<file path="src/hw/rtl/block_buffer_cache_lru_macros.svh">
// assertion macros used by the buffer cache sequencer
`ifndef BLOCK_BUFFER_CACHE_LRU_MACROS_SVH
`define BLOCK_BUFFER_CACHE_LRU_MACROS_SVH

// same-cycle implication, sampled on i_clk, off while i_rst_n is low
`define BBC_ASSERT_IMP(lbl, ante, cons, msg) \
    lbl: assert property (@(posedge i_clk) disable iff (!i_rst_n) (ante) |-> (cons)) \
        else $error(msg);

// next-cycle implication, sampled on i_clk, off while i_rst_n is low
`define BBC_ASSERT_NXT(lbl, ante, cons, msg) \
    lbl: assert property (@(posedge i_clk) disable iff (!i_rst_n) (ante) |=> (cons)) \
        else $error(msg);

`endif

</file>
<file path="src/hw/rtl/bbc_pkg.sv">
// types, constants and command structs for the buffer cache directory
`default_nettype none

package bbc_pkg;

    localparam int BUFFERS_DEF = 32;
    localparam int DEV_W       = 8;
    localparam int BLK_W       = 32;
    localparam int IDX_W       = 5;
    localparam int CNT_W       = 8;

    localparam logic [CNT_W-1:0] COUNT_MAX = 8'd255;

    typedef enum logic [1:0] {
        OP_GET     = 2'd0,
        OP_RELEASE = 2'd1,
        OP_PIN     = 2'd2,
        OP_UNPIN   = 2'd3
    } t_op;

    typedef enum logic [1:0] {
        ST_OK     = 2'd0,
        ST_NOFREE = 2'd1,
        ST_UNDER  = 2'd2,
        ST_OVER   = 2'd3
    } t_status;

    // one directory entry apart from its recency rank
    typedef struct packed {
        logic [DEV_W-1:0] dev;
        logic [BLK_W-1:0] blk;
        logic             valid;
        logic [CNT_W-1:0] count;
    } t_entry;

    // controller to datapath
    typedef struct packed {
        logic load;
        logic clr_wr;
        logic scan_rd;
        logic get_commit;
        logic ent_rd;
        logic ent_commit;
        logic sweep_rd;
        logic res_pass;
    } t_cmd;

    // datapath to controller
    typedef struct packed {
        logic is_get;
        logic idx_ok;
        logic cnt_last;
        logic need_sweep;
    } t_stat;

endpackage

`default_nettype wire

</file>
<file path="src/hw/rtl/bbc_in_if.sv">
// request channel: opcode, tag and buffer index
`default_nettype none

interface bbc_in_if import bbc_pkg::*; ();
    logic             valid;
    logic             ready;
    t_op              opcode;
    logic [DEV_W-1:0] device;
    logic [BLK_W-1:0] block_number;
    logic [IDX_W-1:0] buffer_index;

    modport source (output valid, output opcode, output device, output block_number,
                    output buffer_index, input ready);
    modport sink   (input valid, input opcode, input device, input block_number,
                    input buffer_index, output ready);
endinterface

`default_nettype wire

</file>
<file path="src/hw/rtl/bbc_out_if.sv">
// result channel: granted buffer and status
`default_nettype none

interface bbc_out_if import bbc_pkg::*; ();
    logic             valid;
    logic             ready;
    logic [IDX_W-1:0] granted_index;
    logic             was_hit;
    logic             need_read;
    t_status          status;

    modport source (output valid, output granted_index, output was_hit, output need_read,
                    output status, input ready);
    modport sink   (input valid, input granted_index, input was_hit, input need_read,
                    input status, output ready);
endinterface

`default_nettype wire

</file>
<file path="src/hw/rtl/bbc_ram.sv">
// generic simple dual-port ram, one write and one registered read port
`default_nettype none

module bbc_ram #(
    parameter int WIDTH = 8,
    parameter int DEPTH = 32
) (
    input  wire logic                     i_clk,
    input  wire logic                     i_we,
    input  wire logic [$clog2(DEPTH)-1:0] i_waddr,
    input  wire logic [WIDTH-1:0]         i_wdata,
    input  wire logic                     i_re,
    input  wire logic [$clog2(DEPTH)-1:0] i_raddr,
    output logic      [WIDTH-1:0]         o_rdata
);

    logic [WIDTH-1:0] r_mem [DEPTH];
    logic [WIDTH-1:0] r_q;

    // write port
    always_ff @(posedge i_clk) begin
        if (i_we) begin
            r_mem[i_waddr] <= i_wdata;
        end
    end

    // read port, data held between reads
    always_ff @(posedge i_clk) begin
        if (i_re) begin
            r_q <= r_mem[i_raddr];
        end
    end

    assign o_rdata = r_q;

endmodule

`default_nettype wire

</file>
<file path="src/hw/rtl/bbc_ctrl.sv">
// sequencer for clearing, get scan, count update and recency sweep
`default_nettype none
`include "block_buffer_cache_lru_macros.svh"

module bbc_ctrl import bbc_pkg::*; (
    input  wire logic  i_clk,
    input  wire logic  i_rst_n,
    input  wire logic  i_in_valid,
    output logic       o_in_ready,
    output logic       o_out_valid,
    input  wire logic  i_out_ready,
    input  wire t_stat i_stat,
    output t_cmd       o_cmd
);

    typedef enum logic [3:0] {
        S_CLEAR,
        S_IDLE,
        S_DISP,
        S_SCAN,
        S_SCAN_W,
        S_GDEC,
        S_ERD,
        S_EMOD,
        S_SWEEP,
        S_SWEEP_W,
        S_FIN
    } t_state;

    t_state r_state;
    t_state n_state;
    logic   r_out_valid;
    logic   n_out_valid;
    logic   w_out_free;
    logic   w_res_load;
    t_cmd   w_cmd;

    assign w_out_free = !r_out_valid || i_out_ready;

    // next state and commands
    always_comb begin
        n_state = r_state;
        w_cmd   = '0;
        case (r_state)
            S_CLEAR: begin
                w_cmd.clr_wr = 1'b1;
                if (i_stat.cnt_last) begin
                    n_state = S_IDLE;
                end
            end
            S_IDLE: begin
                if (i_in_valid) begin
                    w_cmd.load = 1'b1;
                    n_state    = S_DISP;
                end
            end
            S_DISP: begin
                if (i_stat.is_get) begin
                    n_state = S_SCAN;
                end else if (!i_stat.idx_ok) begin
                    n_state = S_FIN;
                end else begin
                    n_state = S_ERD;
                end
            end
            S_SCAN: begin
                w_cmd.scan_rd = 1'b1;
                if (i_stat.cnt_last) begin
                    n_state = S_SCAN_W;
                end
            end
            S_SCAN_W: begin
                n_state = S_GDEC;
            end
            S_GDEC: begin
                if (w_out_free) begin
                    w_cmd.get_commit = 1'b1;
                    n_state          = S_IDLE;
                end
            end
            S_ERD: begin
                w_cmd.ent_rd = 1'b1;
                n_state      = S_EMOD;
            end
            S_EMOD: begin
                if (w_out_free) begin
                    w_cmd.ent_commit = 1'b1;
                    n_state          = i_stat.need_sweep ? S_SWEEP : S_IDLE;
                end
            end
            S_SWEEP: begin
                w_cmd.sweep_rd = 1'b1;
                if (i_stat.cnt_last) begin
                    n_state = S_SWEEP_W;
                end
            end
            S_SWEEP_W: begin
                n_state = S_IDLE;
            end
            S_FIN: begin
                if (w_out_free) begin
                    w_cmd.res_pass = 1'b1;
                    n_state        = S_IDLE;
                end
            end
            default: begin
                n_state = S_IDLE;
            end
        endcase
    end

    assign w_res_load  = w_cmd.get_commit || w_cmd.ent_commit || w_cmd.res_pass;
    assign n_out_valid = w_res_load || (r_out_valid && !i_out_ready);

    // state and output valid
    always_ff @(posedge i_clk) begin
        if (!i_rst_n) begin
            r_state     <= S_CLEAR;
            r_out_valid <= 1'b0;
        end else begin
            r_state     <= n_state;
            r_out_valid <= n_out_valid;
        end
    end

    assign o_in_ready  = (r_state == S_IDLE);
    assign o_out_valid = r_out_valid;
    assign o_cmd       = w_cmd;

    `BBC_ASSERT_NXT(a_accept_disp, i_in_valid && o_in_ready, r_state == S_DISP, "no dispatch")
    `BBC_ASSERT_IMP(a_no_overwrite, w_res_load, !r_out_valid || i_out_ready, "beat overwritten")
    `BBC_ASSERT_IMP(a_rose_commit, $rose(r_out_valid), $past(w_res_load), "beat without commit")

endmodule

`default_nettype wire

</file>
<file path="src/hw/rtl/bbc_dpath.sv">
// directory storage, tag scan, count update and rank sweep
`default_nettype none

module bbc_dpath import bbc_pkg::*; #(
    parameter int BUFFERS = BUFFERS_DEF
) (
    input  wire logic             i_clk,
    input  wire logic             i_rst_n,
    input  wire t_cmd             i_cmd,
    output t_stat                 o_stat,
    input  wire t_op              i_opcode,
    input  wire logic [DEV_W-1:0] i_device,
    input  wire logic [BLK_W-1:0] i_block_number,
    input  wire logic [IDX_W-1:0] i_buffer_index,
    output logic      [IDX_W-1:0] o_granted_index,
    output logic                  o_was_hit,
    output logic                  o_need_read,
    output t_status               o_status
);

    localparam int IW = $clog2(BUFFERS);
    localparam logic [IW-1:0] LAST = IW'(BUFFERS - 1);

    // request fields
    t_op              r_op;
    logic [DEV_W-1:0] r_dev;
    logic [BLK_W-1:0] r_blk;
    logic [IDX_W-1:0] r_idx;
    logic [IW-1:0]    w_idx_a;

    // sequencing
    logic [IW-1:0] r_cnt;
    logic          r_pv;
    logic [IW-1:0] r_pa;
    logic          r_sv;
    logic [IW-1:0] r_sa;

    // scan results
    logic          r_found;
    logic          r_got;
    logic [IW-1:0] r_hit_idx;
    logic [IW-1:0] r_hit_rank;
    t_entry        r_hit_ent;
    logic [IW-1:0] r_free_idx;
    logic [IW-1:0] r_free_rank;
    logic [IW-1:0] r_old_rank;

    // result register
    logic [IDX_W-1:0] r_res_idx;
    logic             r_res_hit;
    logic             r_res_rd;
    t_status          r_res_st;

    // ram ports
    logic          w_re;
    logic [IW-1:0] w_raddr;
    t_entry        w_e_q;
    logic [IW-1:0] w_k_q;
    logic          w_e_we;
    logic [IW-1:0] w_e_wa;
    t_entry        w_e_wd;
    logic          w_k_we;
    logic [IW-1:0] w_k_wa;
    logic [IW-1:0] w_k_wd;

    // scan compare
    logic w_match;
    logic w_take_hit;
    logic w_take_free;

    // single entry update
    logic w_is_pin;
    logic w_sat;
    logic w_zero;
    logic w_hit_sat;

    assign w_idx_a  = IW'(r_idx);
    assign w_re     = i_cmd.scan_rd || i_cmd.ent_rd || i_cmd.sweep_rd;
    assign w_raddr  = i_cmd.ent_rd ? w_idx_a : r_cnt;

    assign w_match     = (w_e_q.dev == r_dev) && (w_e_q.blk == r_blk);
    assign w_take_hit  = r_pv && w_match && (!r_found || (w_k_q < r_hit_rank));
    assign w_take_free = r_pv && (w_e_q.count == '0) && (!r_got || (w_k_q > r_free_rank));

    assign w_is_pin  = (r_op == OP_PIN);
    assign w_sat     = (w_e_q.count == COUNT_MAX);
    assign w_zero    = (w_e_q.count == '0);
    assign w_hit_sat = (r_hit_ent.count == COUNT_MAX);

    // status to the controller
    assign o_stat.is_get     = (r_op == OP_GET);
    assign o_stat.idx_ok     = int'(r_idx) < BUFFERS;
    assign o_stat.cnt_last   = (r_cnt == LAST);
    assign o_stat.need_sweep = (r_op == OP_RELEASE) && (w_e_q.count == CNT_W'(1));

    // write port selection for both rams
    always_comb begin
        w_e_we = 1'b0;
        w_e_wa = r_cnt;
        w_e_wd = '0;
        w_k_we = 1'b0;
        w_k_wa = r_cnt;
        w_k_wd = LAST - r_cnt;
        if (i_cmd.clr_wr) begin
            w_e_we = 1'b1;
            w_k_we = 1'b1;
        end else begin
            // rank sweep: bump ranks below the old one, released entry to front
            if (r_sv) begin
                w_k_we = 1'b1;
                w_k_wa = r_sa;
                if (r_sa == w_idx_a) begin
                    w_k_wd = '0;
                end else if (w_k_q < r_old_rank) begin
                    w_k_wd = w_k_q + IW'(1);
                end else begin
                    w_k_wd = w_k_q;
                end
            end
            // get: refresh the hit or retag the free entry
            if (i_cmd.get_commit) begin
                if (r_found) begin
                    w_e_we       = 1'b1;
                    w_e_wa       = r_hit_idx;
                    w_e_wd       = r_hit_ent;
                    w_e_wd.valid = 1'b1;
                    if (!w_hit_sat) begin
                        w_e_wd.count = r_hit_ent.count + CNT_W'(1);
                    end
                end else if (r_got) begin
                    w_e_we       = 1'b1;
                    w_e_wa       = r_free_idx;
                    w_e_wd.dev   = r_dev;
                    w_e_wd.blk   = r_blk;
                    w_e_wd.valid = 1'b1;
                    w_e_wd.count = CNT_W'(1);
                end
            end
            // release, pin, unpin
            if (i_cmd.ent_commit) begin
                w_e_wa = w_idx_a;
                w_e_wd = w_e_q;
                if (w_is_pin) begin
                    w_e_we       = !w_sat;
                    w_e_wd.count = w_e_q.count + CNT_W'(1);
                end else begin
                    w_e_we       = !w_zero;
                    w_e_wd.count = w_e_q.count - CNT_W'(1);
                end
            end
        end
    end

    // control registers
    always_ff @(posedge i_clk) begin
        if (!i_rst_n) begin
            r_cnt   <= '0;
            r_pv    <= 1'b0;
            r_sv    <= 1'b0;
            r_found <= 1'b0;
            r_got   <= 1'b0;
        end else begin
            r_pv <= i_cmd.scan_rd;
            r_sv <= i_cmd.sweep_rd;
            if (i_cmd.load) begin
                r_cnt <= '0;
            end else if (i_cmd.clr_wr || i_cmd.scan_rd || i_cmd.sweep_rd) begin
                r_cnt <= (r_cnt == LAST) ? '0 : r_cnt + IW'(1);
            end
            if (i_cmd.load) begin
                r_found <= 1'b0;
                r_got   <= 1'b0;
            end else begin
                if (w_take_hit) begin
                    r_found <= 1'b1;
                end
                if (w_take_free) begin
                    r_got <= 1'b1;
                end
            end
        end
    end

    // payload registers
    always_ff @(posedge i_clk) begin
        r_pa <= r_cnt;
        r_sa <= r_cnt;
        if (i_cmd.load) begin
            r_op  <= i_opcode;
            r_dev <= i_device;
            r_blk <= i_block_number;
            r_idx <= i_buffer_index;
        end
        if (w_take_hit) begin
            r_hit_idx  <= r_pa;
            r_hit_rank <= w_k_q;
            r_hit_ent  <= w_e_q;
        end
        if (w_take_free) begin
            r_free_idx  <= r_pa;
            r_free_rank <= w_k_q;
        end
        if (i_cmd.ent_commit) begin
            r_old_rank <= w_k_q;
        end
        // result beat
        if (i_cmd.get_commit) begin
            if (r_found) begin
                r_res_idx <= IDX_W'(r_hit_idx);
                r_res_hit <= 1'b1;
                r_res_rd  <= !r_hit_ent.valid;
                r_res_st  <= w_hit_sat ? ST_OVER : ST_OK;
            end else if (r_got) begin
                r_res_idx <= IDX_W'(r_free_idx);
                r_res_hit <= 1'b0;
                r_res_rd  <= 1'b1;
                r_res_st  <= ST_OK;
            end else begin
                r_res_idx <= '0;
                r_res_hit <= 1'b0;
                r_res_rd  <= 1'b0;
                r_res_st  <= ST_NOFREE;
            end
        end else if (i_cmd.ent_commit) begin
            r_res_idx <= r_idx;
            r_res_hit <= 1'b0;
            r_res_rd  <= 1'b0;
            if (w_is_pin) begin
                r_res_st <= w_sat ? ST_OVER : ST_OK;
            end else begin
                r_res_st <= w_zero ? ST_UNDER : ST_OK;
            end
        end else if (i_cmd.res_pass) begin
            r_res_idx <= r_idx;
            r_res_hit <= 1'b0;
            r_res_rd  <= 1'b0;
            r_res_st  <= ST_OK;
        end
    end

    // tag, valid and count store
    bbc_ram #(
        .WIDTH ($bits(t_entry)),
        .DEPTH (BUFFERS)
    ) u_ent_ram (
        .i_clk   (i_clk),
        .i_we    (w_e_we),
        .i_waddr (w_e_wa),
        .i_wdata (w_e_wd),
        .i_re    (w_re),
        .i_raddr (w_raddr),
        .o_rdata (w_e_q)
    );

    // recency rank store
    bbc_ram #(
        .WIDTH (IW),
        .DEPTH (BUFFERS)
    ) u_rank_ram (
        .i_clk   (i_clk),
        .i_we    (w_k_we),
        .i_waddr (w_k_wa),
        .i_wdata (w_k_wd),
        .i_re    (w_re),
        .i_raddr (w_raddr),
        .o_rdata (w_k_q)
    );

    assign o_granted_index = r_res_idx;
    assign o_was_hit       = r_res_hit;
    assign o_need_read     = r_res_rd;
    assign o_status        = r_res_st;

endmodule

`default_nettype wire

</file>
<file path="src/hw/rtl/block_buffer_cache_lru.sv">
// top level of the lru block buffer cache directory
//
//  channel | dir | beat contents
//  i_in    | in  | opcode, device, block_number, buffer_index
//  o_out   | out | granted_index, was_hit, need_read, status
//
// get: paced by the one-entry-a-cycle tag scan over the ram.
// release that frees a buffer: also runs the rank sweep over the rank ram.
// other release, pin, unpin: one entry read and update; out-of-range index: passed through.
// after reset a clearing pass over all BUFFERS entries runs before the first beat is taken.
// a result waits in the output register; the next beat is taken meanwhile and its
// result is held back until the output register is free.
`default_nettype none

module block_buffer_cache_lru import bbc_pkg::*; #(
    parameter int BUFFERS = BUFFERS_DEF
) (
    input  wire logic  i_clk,
    input  wire logic  i_rst_n,
    bbc_in_if.sink     i_in,
    bbc_out_if.source  o_out
);

    t_cmd  w_cmd;
    t_stat w_stat;

    // sequencer
    bbc_ctrl u_ctrl (
        .i_clk       (i_clk),
        .i_rst_n     (i_rst_n),
        .i_in_valid  (i_in.valid),
        .o_in_ready  (i_in.ready),
        .o_out_valid (o_out.valid),
        .i_out_ready (o_out.ready),
        .i_stat      (w_stat),
        .o_cmd       (w_cmd)
    );

    // storage and compare
    bbc_dpath #(
        .BUFFERS (BUFFERS)
    ) u_dpath (
        .i_clk           (i_clk),
        .i_rst_n         (i_rst_n),
        .i_cmd           (w_cmd),
        .o_stat          (w_stat),
        .i_opcode        (i_in.opcode),
        .i_device        (i_in.device),
        .i_block_number  (i_in.block_number),
        .i_buffer_index  (i_in.buffer_index),
        .o_granted_index (o_out.granted_index),
        .o_was_hit       (o_out.was_hit),
        .o_need_read     (o_out.need_read),
        .o_status        (o_out.status)
    );

endmodule

`default_nettype wire

</file>
<file path="src/flat_wrapper.sv">
// flat-port wrapper written by rule: the top's interface ports become plain ports
module block_buffer_cache_lru_flat import bbc_pkg::*;
#(
    parameter int BUFFERS = BUFFERS_DEF
)
  (i_clk, i_rst_n, i_in_valid, i_in_opcode, i_in_device, i_in_block_number, i_in_buffer_index, i_in_ready, o_out_valid, o_out_granted_index, o_out_was_hit, o_out_need_read, o_out_status, o_out_ready);
  bbc_in_if i_in_i ();
  bbc_out_if o_out_i ();
  input  wire logic i_clk;
  input  wire logic i_rst_n;
  input wire logic [$bits(i_in_i.valid)-1:0] i_in_valid;
  input wire logic [$bits(i_in_i.opcode)-1:0] i_in_opcode;
  input wire logic [$bits(i_in_i.device)-1:0] i_in_device;
  input wire logic [$bits(i_in_i.block_number)-1:0] i_in_block_number;
  input wire logic [$bits(i_in_i.buffer_index)-1:0] i_in_buffer_index;
  output wire logic [$bits(i_in_i.ready)-1:0] i_in_ready;
  output wire logic [$bits(o_out_i.valid)-1:0] o_out_valid;
  output wire logic [$bits(o_out_i.granted_index)-1:0] o_out_granted_index;
  output wire logic [$bits(o_out_i.was_hit)-1:0] o_out_was_hit;
  output wire logic [$bits(o_out_i.need_read)-1:0] o_out_need_read;
  output wire logic [$bits(o_out_i.status)-1:0] o_out_status;
  input wire logic [$bits(o_out_i.ready)-1:0] o_out_ready;
  assign i_in_i.valid = i_in_valid;
  assign i_in_i.opcode = i_in_opcode;
  assign i_in_i.device = i_in_device;
  assign i_in_i.block_number = i_in_block_number;
  assign i_in_i.buffer_index = i_in_buffer_index;
  assign i_in_ready = i_in_i.ready;
  assign o_out_valid = o_out_i.valid;
  assign o_out_granted_index = o_out_i.granted_index;
  assign o_out_was_hit = o_out_i.was_hit;
  assign o_out_need_read = o_out_i.need_read;
  assign o_out_status = o_out_i.status;
  assign o_out_i.ready = o_out_ready;
  block_buffer_cache_lru #(.BUFFERS(BUFFERS)) u_core (.i_clk(i_clk), .i_rst_n(i_rst_n), .i_in(i_in_i), .o_out(o_out_i));
endmodule
</file>
<file path="config.mk">
export PLATFORM = sky130hd
export DESIGN_NAME = block_buffer_cache_lru_flat
export DESIGN_NICKNAME = d
export VERILOG_FILES = /design/src/hw/rtl/bbc_pkg.sv /design/src/hw/rtl/bbc_in_if.sv /design/src/hw/rtl/bbc_out_if.sv /design/src/hw/rtl/bbc_ram.sv /design/src/hw/rtl/bbc_ctrl.sv /design/src/hw/rtl/bbc_dpath.sv /design/src/hw/rtl/block_buffer_cache_lru.sv /design/src/flat_wrapper.sv
export VERILOG_INCLUDE_DIRS = /design/src /design/src/hw/rtl
export SDC_FILE = /design/constraint.sdc
export NUM_CORES = 2
export LEC_CHECK = 0
export ABC_CLOCK_PERIOD_IN_PS = 24400
export BUFFER_PORTS_ARGS = -buffer_cell sky130_fd_sc_hd__buf_2
export CAP_MARGIN = 30
export CELL_PAD_IN_SITES_DETAIL_PLACEMENT = 0
export CELL_PAD_IN_SITES_GLOBAL_PLACEMENT = 1
export CORE_MARGIN = 3
export CORE_UTILIZATION = 30
export CTS_BUF_LIST = sky130_fd_sc_hd__clkbuf_8
export CTS_CLUSTER_SIZE = 16
export DETAILED_ROUTE_END_ITERATION = 10
export PLACE_DENSITY_LB_ADDON = 0.1
export SLEW_MARGIN = 20
export SYNTH_ARGS = -nofsm -noshare
export SYNTH_HDL_FRONTEND = slang
export SYNTH_HIERARCHICAL = 1
export SYNTH_SLANG_ARGS = --single-unit
</file>
<file path="constraint.sdc">
create_clock -name i_clk -period 24.4 [get_ports i_clk]
set_input_delay 3.66 -clock i_clk [delete_from_list [all_inputs] [get_ports i_clk]]
set_output_delay 3.66 -clock i_clk [all_outputs]
set_load 0.01 [all_outputs]
</file>
# Yosys cells after proc, flatten, opt, wreduce, memory -nomap -nowiden
# Memories as Yosys holds them, arrays and structs flattened. A register that Yosys moved wholly into a read port is not among the register bits.
# Index checks and enable logic that the tools add are counted.
totals:
  reg_bits: 149
  ramBits: 1728
  memories: 2
memory_table:
  columns: ["name", "depth", "width", "read_ports", "rd_ports_with_merged_regs", "wr", "line_no", "text"]
  rows:
  - ["u_core.u_dpath.u_ent_ram.r_mem", 32, 49, 1, 1, 1, "bbc_ram.sv:17", "logic [WIDTH-1:0] r_mem [DEPTH];"]
  - ["u_core.u_dpath.u_rank_ram.r_mem", 32, 5, 1, 1, 1, "bbc_ram.sv:17", null]
classes:
  n_addsub: 6
  order_cmp: 3
  n_eq_ne: 24
  n_mux: 71
  n_bitwise: 1
  reduce_logical: 31
ops:
  columns: ["operator", "count"]
  rows:
  - ["49-bit two-way mux", 5]
  - ["5-bit two-way mux", 18]
  - ["4-bit one-hot mux with 9 select lines", 1]
  - ["32-bit == test", 1]
  - ["1-bit two-way mux", 29]
  - ["4-bit two-way mux", 7]
  - ["8-bit by 1-bit adder with 8-bit output (second input constant)", 2]
  - ["4-bit by 3-bit == test with 1-bit output (second input constant)", 4]
  - ["8-bit == test (second input constant)", 2]
  - ["2-bit two-way mux", 8]
  - ["8-bit two-way mux", 2]
  - ["5-bit by 1-bit adder with 5-bit output (second input constant)", 2]
  - ["1-bit logical OR", 10]
  - ["5-bit < comparator", 2]
  - ["2-bit inequality test (second input constant)", 5]
  - ["4-bit by 2-bit == test with 1-bit output (second input constant)", 2]
  - ["4-bit == test (second input constant)", 2]
  - ["8-bit by 1-bit == test with 1-bit output (second input constant)", 1]
  - ["8-bit == test", 1]
  - ["8-bit zero test", 1]
  - ["8-bit by 1-bit subtractor with 8-bit output (second input constant)", 1]
  - ["1-bit logical AND", 7]
  - ["1-bit zero test", 7]
  - ["6-bit AND reduction", 1]
  - ["other kinds (14)", 15]

# Depth between registers and ports, before layout
logic_depth:
  ltp_word: 9
  ltp_mapped: 12

# By module
# Netlist, hierarchy kept.
by_module_without_submodules:
  columns: ["mod", "n_inst", "cells_per_inst", "area_each_um2"]
  rows:
  - ["bbc_ram at u_core.u_dpath.u_ent_ram", 1, 3434, 62344.8]
  - ["bbc_dpath", 1, 612, 7317.0]
  - ["bbc_ram at u_core.u_dpath.u_rank_ram", 1, 277, 6394.9]
  - ["bbc_ctrl", 1, 53, 432.9]

# Worst setup path before layout
# OpenSTA, ideal clock, no wires.
synth_timing:
  kind: "flip-flop to flip-flop"
  from: "reg u_core.u_dpath.u_rank_ram.r_q[1], in the netlist u_core/u_dpath/u_rank_ram/o_rdata[1] (read register of u_core.u_dpath.u_rank_ram.r_mem)"
  to: "reg u_core/u_dpath/r_hit_ent[0] in the netlist's numbering, enable pin"
  t_arrival_ps: 10298
  t_required_ps: 23610
  path_slack_ps: 13312
  stages_incl_launch_ff: 6
  path_cell_list: "edfxtp_1 -> ha_1 -> a21boi_0 -> o21ai_0 -> a21oi_1 -> a2111oi_0"
synth_between:
  elab_chain_len: 3
synth_lines:
  columns: ["element", "line_no", "text"]
  rows:
  - ["from (decl)", "bbc_ram.sv:18", "logic [WIDTH-1:0] r_q;"]
  - ["5-bit < comparator", "bbc_dpath.sv:82", "assign w_take_hit = r_pv && w_match && (!r_found || (w_k_q < r_hit_rank));"]
  - ["1-bit logical OR", "bbc_dpath.sv:82", null]
  - ["1-bit logical AND", "bbc_dpath.sv:82", null]
  - ["via u_core.u_dpath.w_take_hit", "bbc_dpath.sv:68", "logic w_take_hit;"]
  - ["to (signal assigned)", "bbc_dpath.sv:197", "r_hit_ent <= w_e_q;"]
  - ["to (decl)", "bbc_dpath.sv:43", "t_entry r_hit_ent;"]
# The timed path passes the listed nets, and every way through them passes these cells.
# A chain may end at the register's enable or synchronous reset.

==> impl_metrics.py <==
metrics = {
    "run_status": {
        "status": "finished, final reports clean",
    },
    "timing": {
        "slew_headroom_pct": 26.9,
        "post-route-min-period_ns": 7.75,
        "drv_slew": 0,
        "hold_viol": 0,
        "setup_slack_ns": 16.65,
        "setup_viol": 0,
        "final.setup.tns_ns": 0,
        "skew_ns": 0.0783,
        "rsz0062_at_grt": "no",
        "tightestPinTransition_ns": 1.09,
        "timing.final.crit_share_pct": 31.8,
        "max_freq_ghz": 0.129,
    },
    "drt": {
        "drc_errors": 0,
        "wirelength_microns": 232000,
        "ant_nets": 0,
        "num_vias": 40500,
        "dr.pass1.iters": 7,
        "drt_iter0_drc": 2950,
        "wire_per_inst_microns": 27.9,
        "viasPerCell": 4.87,
    },
    "setup_path": {
        "worstSetupPathType": "primary input to flip-flop",
        "crit_fanout": 40,
        "critPathRequiredTime_ns": 25.02,
        "worst_setup_path_start_kind": "primary input",
        "max_stage_delay_ns": 0.74,
        "crit_chain": "buf_2 > nand2b_1 > nand3_1 > nor2_4 > buf_4 > nor2b_4 > buf_4 > buf_4 > nor2b_1 > a21oi_1 > o21ai_1 > buf_4 > or3b_2 > nor2_4 > buf_4",
        "timing.critical_path.mode_cell": "buf_4",
        "end_kind": "flip-flop",
        "cp.arrival_ns": 8.37,
        "cpMaxStageDelayCell": "nor2_4",
    },
    "layout": {
        "fillCellCount": 23900,
        "design_area_sq_um": 87700,
        "syn2layout_area_growth_pct": 14.6,
        "nNetsFinal": 4783,
        "drive_above_1_share_pct": 15.6,
        "regArea_sq_um": 57800,
        "multi_input_area_sq_um": 17700,
    },
    "global_route": {
        "grt_pass1_vias": 41000,
        "gr-total-overflow": 0,
        "grt_pass1_wl_microns": 323000,
        "gr-usage-all-layers_pct": 17.4,
        "grt_max_degree": 131,
        "antenna_found_initial": 17,
    },
    "cts": {
        "clk_pin_slew_ns": 0.05,
        "clock-sinks": 1931,
        "clkLatencyLatePin_ns": 1.05,
        "cts_tree": "yes",
        "cts_resized": 0,
        "numCtsBuffers": 362,
        "postCtsSetupBuffers": 0,
        "clockBufferDepth": 4,
        "cts_hold_buffers": 0,
        "cts_max_level": 5,
        "root_buffer": "clkbuf_8",
    },
    "pwr": {
        "cellLeakagePower_nw": 31.3,
        "vdd_ir_drop_max_mv": 0.0927,
        "power_density_nw_per_um2": 99.5,
        "total_power_mw": 8.72,
    },
    "die": {
        "start_util_pct": 30.3,
        "coreArea_sq_um": 253000,
        "dieArea_sq_um": 261000,
        "ios": 62,
        "die_h_microns": 511,
        "row_count": 184,
        "die_w_microns": 511,
    },
    "synth": {
        "syn_area_per_cell_sq_um": 17.5,
        "syn-num-nets": 4448,
        "synth_edf_count": 1912,
        "synth_seq_cells": 1931,
        "ys_top_cells_by_area": "edfxtp_1 75%, mux2i_1 10%, a22oi_1 1.9%",
        "seq_area_frac_synth_pct": 75.6,
        "ys_types": 73,
        "synth_top_area_share_pct": 75.1,
        "yosys.area.top_type": "edfxtp_1",
        "synth_async_sr_flop_share_pct": 0,
        "syn_area_sq_um": 76500,
        "synth-main-ff-cell": "edfxtp_1",
        "syn_inst": 4376,
        "yosysWarnings": 6,
    },
    "placed_design": {
        "post-place-ws_ns": 15.59,
        "placed_area_sq_um": 81500,
        "dp.final_hpwl_microns": 135000,
        "place.gp.congestion": 0.738,
        "io_buffers": 61,
    },
    "job": {
        "cap_viol_max_count": 0,
    },
    "hold_path": {
        "hold_path_class": "flip-flop to flip-flop",
    },
}
per-layer routing:
metal	GRT usage, %	vias to the layer above	share of wire (%)
met2	27.0	974	45
li1	-	18100	-
met1	24.8	21000	47
met3	3.40	326	5.0
met4	4.66	0	2.2
met5	0	-	0
cells in the final DEF (no fill, tap or decap), types with 7 or more instances in the layout:
cell,n
nor2_1,89
buf_16,7
nand3_1,167
a31oi_1,53
nand2_1,170
clkinv_2,30
o21ai_1,7
a21oi_1,175
nand2b_1,7
dfxtp_1,18
a22oi_1,192
nor2_4,36
buf_4,139
nand4_1,12
buf_2,61
mux2_2,8
clkinv_1,91
a22o_1,138
ha_1,21
nor2b_1,12
clkbuf_8,365
nor3_1,57
diode_2,8
o21ai_0,7
buf_12,12
mux4_2,50
mux2i_1,787
nand3b_1,13
inv_1,129
xnor2_1,50
edfxtp_1,1912
cell families after synthesis:
logic type      count (synthesis)  share of synthesized area (%)
xor+xnor                       54                          0.618
buf+inv                       273                           1.93
simple gates                  627                           3.93
compound gates                615                           5.58
fa+ha+maj                      21                          0.344
mux                           854                           12.0
flops                        1931                           75.6
other cells                     1                        0.00490
path summary, 6_finish.rpt:
check	startpoint	endpoint	slack [ns]	depth (start not counted)
setup / recovery	o_out_ready	u_core/u_dpath/u_ent_ram/r_mem[18][2]$_DFFE_PP_	16.65	15
hold / removal	u_core/u_dpath/u_ent_ram/o_rdata[8]$_DFFE_PP_	u_core/u_dpath/r_hit_ent[8]$_DFFE_PP_	0.47	0
setup reg to reg	u_core/u_ctrl/r_state[1]$_SDFFE_PN0P_	u_core/u_dpath/u_ent_ram/o_rdata[35]$_DFFE_PP_	18.46	12
hold reg to reg	u_core/u_dpath/u_ent_ram/o_rdata[8]$_DFFE_PP_	u_core/u_dpath/r_hit_ent[8]$_DFFE_PP_	0.47	0
synthesized netlist by cell type (13+ instances only):
library cell	instances
edfxtp_1	1912
mux2i_1	787
a22oi_1	192
a21oi_1	178
nand2_1	171
nand3_1	167
a22o_1	138
nor2_1	127
clkbuf_1	115
nor3_1	58
a31oi_1	53
buf_2	50
mux4_2	50
xnor2_1	50
buf_4	44
buf_6	30
inv_1	24
ha_1	21
dfxtp_1	19
nor2b_1	16
nand3b_1	13
worst max-delay path: cells and delay by family:
kind | cells | cell delay [ns]
and+or+nand+nor | 7 | 2.20
buffers and inverters | 6 | 2.07
AOI/OAI and AO/OA | 2 | 0.21
flip-flops by register name, summed over array words and instances, names as in the netlist, 2 cells and up:
| signal | flops |
|---|---|
| u_core/u_ctrl/r_state | 4 |
| u_core/u_dpath/o_granted_index | 5 |
| u_core/u_dpath/o_status | 2 |
| u_core/u_dpath/r_blk | 32 |
| u_core/u_dpath/r_cnt | 5 |
| u_core/u_dpath/r_dev | 8 |
| u_core/u_dpath/r_free_idx | 5 |
| u_core/u_dpath/r_free_rank | 5 |
| u_core/u_dpath/r_hit_ent | 49 |
| u_core/u_dpath/r_hit_idx | 5 |
| u_core/u_dpath/r_hit_rank | 5 |
| u_core/u_dpath/r_idx | 5 |
| u_core/u_dpath/r_old_rank | 5 |
| u_core/u_dpath/r_op | 2 |
| u_core/u_dpath/r_sa | 5 |
| u_core/u_dpath/u_ent_ram/o_rdata | 49 |
| u_core/u_dpath/u_ent_ram/r_mem | 1568 |
| u_core/u_dpath/u_rank_ram/o_rdata | 5 |
| u_core/u_dpath/u_rank_ram/r_mem | 160 |
stage by stage:
stage / util (%) / std cells / hold WS [ns]
3_3_place_gp: 32.2 / 7679 / 0.467
6_report: 34.7 / 8306 / 0.473
2_1_floorplan: - / 4376 / 0.329
4_1_cts: 34.7 / 8294 / 0.473
3_5_place_dp: 32.3 / 7691 / 0.465
5_1_grt: 34.7 / 8299 / 0.495
area by class of cell:
class / count / area share, %
flip-flops and latches: 1931 / 65.9
diodes: 8 / 0.0228
multi-input cells: 2172 / 20.2
repair buffers: 220 / 2.04
clock buffers: 365 / 5.73
inverters: 24 / 0.103
well taps: 3348 / 4.78
clock inverters: 238 / 1.23
where the power goes:
| part | total, mW | internal [mW] | switching (mW) |
|---|---|---|---|
| clock | 2.74 | 1.42 | 1.32 |
| sequential | 3.93 | 3.84 | 0.0845 |
| combinational | 2.05 | 0.693 | 1.36 |
No activity file was read; power rests on OpenSTA's default activity.
